===== src/hw/rtl/apbg_pkg.sv =====
// Shared types and constants of the audio playout buffer with gain.
// No dependencies; every other file of the block imports this package.
`default_nettype none

package apbg_pkg;

    // Ring, rate matching and level meter sizing.
    localparam int BUF_SAMPLES    = 1024;
    localparam int PACKET_SAMPLES = 32;
    localparam int PACKET_COUNT   = 4;
    localparam int UPDATE_TICKS   = 1024;

    localparam int IDX_W  = $clog2(BUF_SAMPLES);
    localparam int PH_W   = $clog2(UPDATE_TICKS);
    localparam int THRESH = PACKET_COUNT * PACKET_SAMPLES;

    // Field widths.
    localparam int SAMPLE_W = 16;
    localparam int ADC_W    = 16;
    localparam int DAC_W    = 16;
    localparam int FILL_W   = 10;
    localparam int VU_W     = 3;
    localparam int VOL_W    = 9;
    localparam int POT_W    = 9;
    localparam int GAIN_W   = 17;
    localparam int SUM_W    = 32;
    localparam int MAG_W    = SAMPLE_W + 1;

    localparam logic [DAC_W-1:0] DAC_MID  = 16'h8000;
    localparam logic [DAC_W-1:0] DAC_MASK = 16'hFFC0;
    localparam logic [VOL_W-1:0] VOL_RESET = 9'd256;

    // Queue between the front and back parts.
    localparam int Q_DEPTH = 4;
    localparam int QP_W    = $clog2(Q_DEPTH);
    localparam int QC_W    = $clog2(Q_DEPTH + 1);

    // Item kinds.
    localparam logic KIND_STORE = 1'b0;
    localparam logic KIND_TICK  = 1'b1;

    // Configuration register map.
    localparam int PADDR_W = 4;
    localparam int PDATA_W = 32;
    typedef logic [1:0] t_reg_idx;
    localparam t_reg_idx REG_STREAM_RUN  = 2'd0;
    localparam t_reg_idx REG_MUTE        = 2'd1;
    localparam t_reg_idx REG_HOST_VOLUME = 2'd2;
    localparam t_reg_idx REG_HOST_SILENT = 2'd3;

    // One tick as the front part hands it to the back part.
    typedef struct packed {
        logic [SAMPLE_W-1:0] sample;
        logic [FILL_W-1:0]   fill;
        logic                update;
        logic                run;
        logic [POT_W-1:0]    pot;
    } t_tick;

    // Pot value taken from the ADC data word, 0 to 256.
    function automatic logic [POT_W-1:0] pot_from_adc(input logic [ADC_W-1:0] adc);
        pot_from_adc = {1'b0, adc[15:11], 3'b000} + {5'b00000, adc[10], 3'b000};
    endfunction

endpackage

`default_nettype wire


===== src/hw/rtl/apbg_queue.sv =====
// Short queue of tick records between the front and back parts.
// Depends on apbg_pkg for t_tick and the queue depth.
`default_nettype none

module apbg_queue
    import apbg_pkg::*;
(
    input  wire logic          i_clk,
    input  wire logic          i_rst_n,
    input  wire logic          i_push,
    input  wire t_tick         i_push_entry,
    input  wire logic          i_pop,
    output logic               o_head_valid,
    output t_tick              o_head,
    output logic [QC_W-1:0]    o_count
);

    t_tick           r_slot [Q_DEPTH];
    logic [QP_W-1:0] r_wr_ptr, n_wr_ptr;
    logic [QP_W-1:0] r_rd_ptr, n_rd_ptr;
    logic [QC_W-1:0] r_count, n_count;
    logic            do_pop;

    assign do_pop = i_pop && (r_count != '0);

    always_comb begin
        n_wr_ptr = r_wr_ptr;
        n_rd_ptr = r_rd_ptr;
        n_count  = r_count;
        if (i_push) begin
            n_wr_ptr = (r_wr_ptr == QP_W'(Q_DEPTH - 1)) ? '0 : r_wr_ptr + 1'b1;
        end
        if (do_pop) begin
            n_rd_ptr = (r_rd_ptr == QP_W'(Q_DEPTH - 1)) ? '0 : r_rd_ptr + 1'b1;
        end
        if (i_push && !do_pop) begin
            n_count = r_count + 1'b1;
        end else if (!i_push && do_pop) begin
            n_count = r_count - 1'b1;
        end
    end

    always_ff @(posedge i_clk) begin
        if (!i_rst_n) begin
            r_wr_ptr <= '0;
            r_rd_ptr <= '0;
            r_count  <= '0;
        end else begin
            r_wr_ptr <= n_wr_ptr;
            r_rd_ptr <= n_rd_ptr;
            r_count  <= n_count;
        end
    end

    always_ff @(posedge i_clk) begin
        if (i_push) begin
            r_slot[r_wr_ptr] <= i_push_entry;
        end
    end

    assign o_head_valid = (r_count != '0);
    assign o_head       = r_slot[r_rd_ptr];
    assign o_count      = r_count;

endmodule

`default_nettype wire


===== config.mk =====
export PLATFORM = sky130hd
export DESIGN_NAME = apbg_queue
export DESIGN_NICKNAME = d
export VERILOG_FILES = /design/src/hw/rtl/apbg_pkg.sv /design/src/hw/rtl/apbg_queue.sv
export SDC_FILE = /design/constraint.sdc
export NUM_CORES = 1
export LEC_CHECK = 0
export BUFFER_PORTS_ARGS = -buffer_cell sky130_fd_sc_hd__buf_2
export CORE_UTILIZATION = 60
export CTS_BUF_LIST = sky130_fd_sc_hd__clkbuf_2 sky130_fd_sc_hd__clkbuf_4 sky130_fd_sc_hd__clkbuf_8
export DETAILED_ROUTE_END_ITERATION = 7
export PLACE_DENSITY = 0.83
export REMOVE_ABC_BUFFERS = 1
export SLEW_MARGIN = 25
export SYNTH_ARGS = -nofsm -noshare
export SYNTH_HDL_FRONTEND = slang
export SYNTH_SLANG_ARGS = --single-unit

===== constraint.sdc =====
create_clock -name i_clk -period 3.4 [get_ports i_clk]
set_clock_uncertainty 0.05 [all_clocks]
set_input_delay 0 -clock i_clk [delete_from_list [all_inputs] [get_ports i_clk]]
set_output_delay 0 -clock i_clk [all_outputs]
set_load 0.01 [all_outputs]

==> flow_summary_export.csv <==
group,metric,value,unit
run_status,outcome,"completed",
cells_and_area,nets,419,
worst_setup_path,critPathMaxFanout,5,
routing,wl_per_cell,18.5,um
die,ios,82,
power_and_ir_drop,ir_drop,0.357,mV
sta,worst_slack,1010,ps
die,coreArea,0.00933,mm2
cts,postCtsSetupRepairBufs,0,
global_routing,grt_pass1_vias,3051,
routing,ant_nets,0,
cts,h-tree-depth,4,
cts,clockRootBuffer,"clkbuf_8",
power_and_ir_drop,internal-power,3270,uW
sta,drv_slew,0,
routing,via_per_inst,5.50,
die,rows,35,
sta,tightest_slew,1030,ps
sta,timing.final.hold_violations,0,
worst_setup_path,crit_path_cell_trace,"o31ai_1 -> ha_1 -> inv_1 -> fa_1 -> xor2_1 -> or3_1 -> a21boi_0",
min_path,min_path_type,"input pin to register",
routing,vias,2827,
routing,drt_iter0_markers,144,
min_path,hold_depth,2,
worst_setup_path,rrSetupSlack,1010,ps
worst_setup_path,reg2reg_to,"o_count[2]",
cells_and_area,area_delta_synth_final,21.5,%
power_and_ir_drop,powerDensity,630,mW/mm2
sta,max_freq,0.418,GHz
cts,clock_latency,420,ps
routing,drc,0,
power_and_ir_drop,swShare,0.269,
cts,cts_tree,"yes",
worst_setup_path,cp.arrival,2710,ps
worst_setup_path,crit_path_start_kind,"register",
global_routing,grt-ovfl-total,0,
global_routing,antenna_found_initial,1,
place,dp_hpwl,5340,um
sta,finalCriticalPeriod,2390,ps
cells_and_area,drive_above_1_share,0.391,
worst_setup_path,cp.required,3720,ps
worst_setup_path,end_kind,"register",
worst_setup_path,critPathKind,"register to register",
die,initial_core_util,0.627,
cts,clk_pin_slew,90,ps
place,place_ws,996,ps
power_and_ir_drop,clock_power_share,0.273,
sta,setup_violations,0,
routing,routed_wl,9490,um
min_path,hold_start,"i_push_entry[6]",
routing,first_pass_iters,4,
sta,rsz0062_at_grt,"no",
yosys,ys_ff_latch,157,
cts,cts_sinks,157,
cts,cts_buffers,17,
cts,clockBufferDepth,2,
yosys,ys_warn_count,0,
yosys,netlist_area,0.00585,mm2
yosys,syn_inst,238,
sta,maxSlewHeadroom,0.313,
die,die_area,0.0101,mm2
power_and_ir_drop,sequentialPowerShare,0.524,
job,drv_cap,0,
worst_setup_path,cpMaxStageDelayCell,"o31ai_1",
sta,setup_tns,0,ps
power_and_ir_drop,p_leak,0.00247,uW
sta,finalCritPeriodShare,0.703,
place,portBuffers,81,
worst_setup_path,critical-path-max-stage-delay,520,ps
worst_setup_path,crit_family,"compound AO/OA/AOI/OAI gates",
min_path,holdPathEnd,"r_slot[0][6]",
worst_setup_path,worstRegToRegCells,7,
yosys,ys_types,23,
yosys,ys_seq_area_frac,0.791,
power_and_ir_drop,combPwrFrac,0.203,
die,die_h,101,um
yosys,syn_area_per_cell,24.6,um2
global_routing,grt_first_pass_wirelength,14900,um
worst_setup_path,worstPathBufferInverterCount,1,
cells_and_area,fin_util,0.762,
power_and_ir_drop,switching_power,1200,uW
global_routing,grtUsageTotal,0.206,
place,gp_congestion,0.715,
global_routing,grt_max_degree,38,
die,die_w,101,um
worst_setup_path,r2r_start,"o_count[0]",
cells in the final DEF (no fill, tap or decap), drive strengths merged, types with 2 or more instances in the layout:
cell type,Yosys,final
nand3,2,2
inv,3,11
clkinv,0,5
dfxtp,9,9
edfxtp,148,148
nand2,2,2
dlygate4sd3,0,40
nor2b,3,3
buf,7,82
and2,5,5
or3,2,2
clkbuf,1,19
mux2i,3,3
mux4,37,37
ha,6,6
o21ai,3,3
nor2,2,2
cell type report:
cell class / count / area, um2
Sequential cell: 157 / 4630
Fill cell: 487 / 2220
Multi-Input combinational cell: 70 / 1120
Timing Repair Buffer: 122 / 826
Clock buffer: 19 / 249
Tap cell: 129 / 161
Clock inverter: 13 / 105
Inverter: 3 / 11.3
Antenna cell: 1 / 2.50
sequential cells by signal, indices dropped and copies added, names as in the netlist, named ones only:
signal,cells
r_slot,148
o_count,3
r_rd_ptr,2
r_wr_ptr,2
power groups by stage:
stage / clock, uW / combinational (uW) / sequential (uW)
final: 1220 / 908 / 2340
after global routing: 1330 / 982 / 2360
after CTS: 1250 / 919 / 2350
after detailed placement: 0 / 880 / 2390
after global placement: 0 / 863 / 2380
after floorplan: 0 / 516 / 2410
how the worst max path moves through the flow:
stage | start | end | slack (ps) | depth (start not counted)
CTS | o_count[0] | o_count[2] | 980 | 7
global placement | o_count[0] | o_count[2] | 1170 | 7
detailed placement | o_count[0] | o_count[2] | 1000 | 7
global route | o_count[0] | o_count[2] | 830 | 7
finish | o_count[0] | o_count[2] | 1010 | 7
floorplan | register | o_head[21] | 1030 | 1
worst register-to-register path, delay by kind of cell (launching register included):
kind            cells  cell delay (ps)
compound gates      2              680
flops               1              380
simple gates        1              300
xor+xnor            1              180
fa+ha+maj           2              680
buf+inv             1               70
repair_timing:
action	4_1_cts	5_1_grt
endpoints found under the hold margin	157	0
gates resized for setup	0	0
hold buffers	40	0
stage by stage:
step	cell area (um2)	hold slack [ps]	power, uW	std cells
floorplan	5760	48.9	2920	230
global placement	6350	160	3250	441
detailed placement	6350	167	3270	441
CTS	7100	248	4510	513
global route	7110	263	4670	514
finish	7110	267	4470	514
metal layers:
metal,share of wire,vias up,global-route usage
met1,0.42,1447,0.262
met5,0,-,0
met2,0.52,99,0.336
met3,0.053,8,0.0555
met4,0.0093,0,0.0936
li1,-,1273,-
kinds of logic (layout without fill, tap and decap cells):
kind of cell / Yosys count / after routing / synth area share
fa+ha+maj: 7 / 7 / 0.0163
other cells: 0 / 1 / 0
flops: 157 / 157 / 0.791
xor+xnor: 2 / 2 / 0.00300
compound gates: 5 / 5 / 0.00514
mux: 40 / 40 / 0.152
simple gates: 16 / 16 / 0.0150
buf+inv: 11 / 157 / 0.0175
synth_stat cells:
cell type,number,area (um2)
a21boi_0,1,7.51
and2_1,5,31.3
buf_12,3,60.1
buf_2,3,15.0
buf_6,1,11.3
clkbuf_2,1,5.00
dfxtp_1,9,180
edfxtp_1,148,4440
fa_1,1,20.0
ha_1,6,75.1
inv_1,3,11.3
mux2i_1,3,30.0
mux4_1,7,184
mux4_2,30,676
nand2_1,2,7.51
nand3_1,2,10.0
nor2_1,2,7.51
nor2b_1,3,18.8
o21ai_0,3,15.0
o31ai_1,1,7.51
or3_1,2,12.5
xnor2_1,1,8.76
xor2_1,1,8.76
Power figures use the tool's default switching activity.
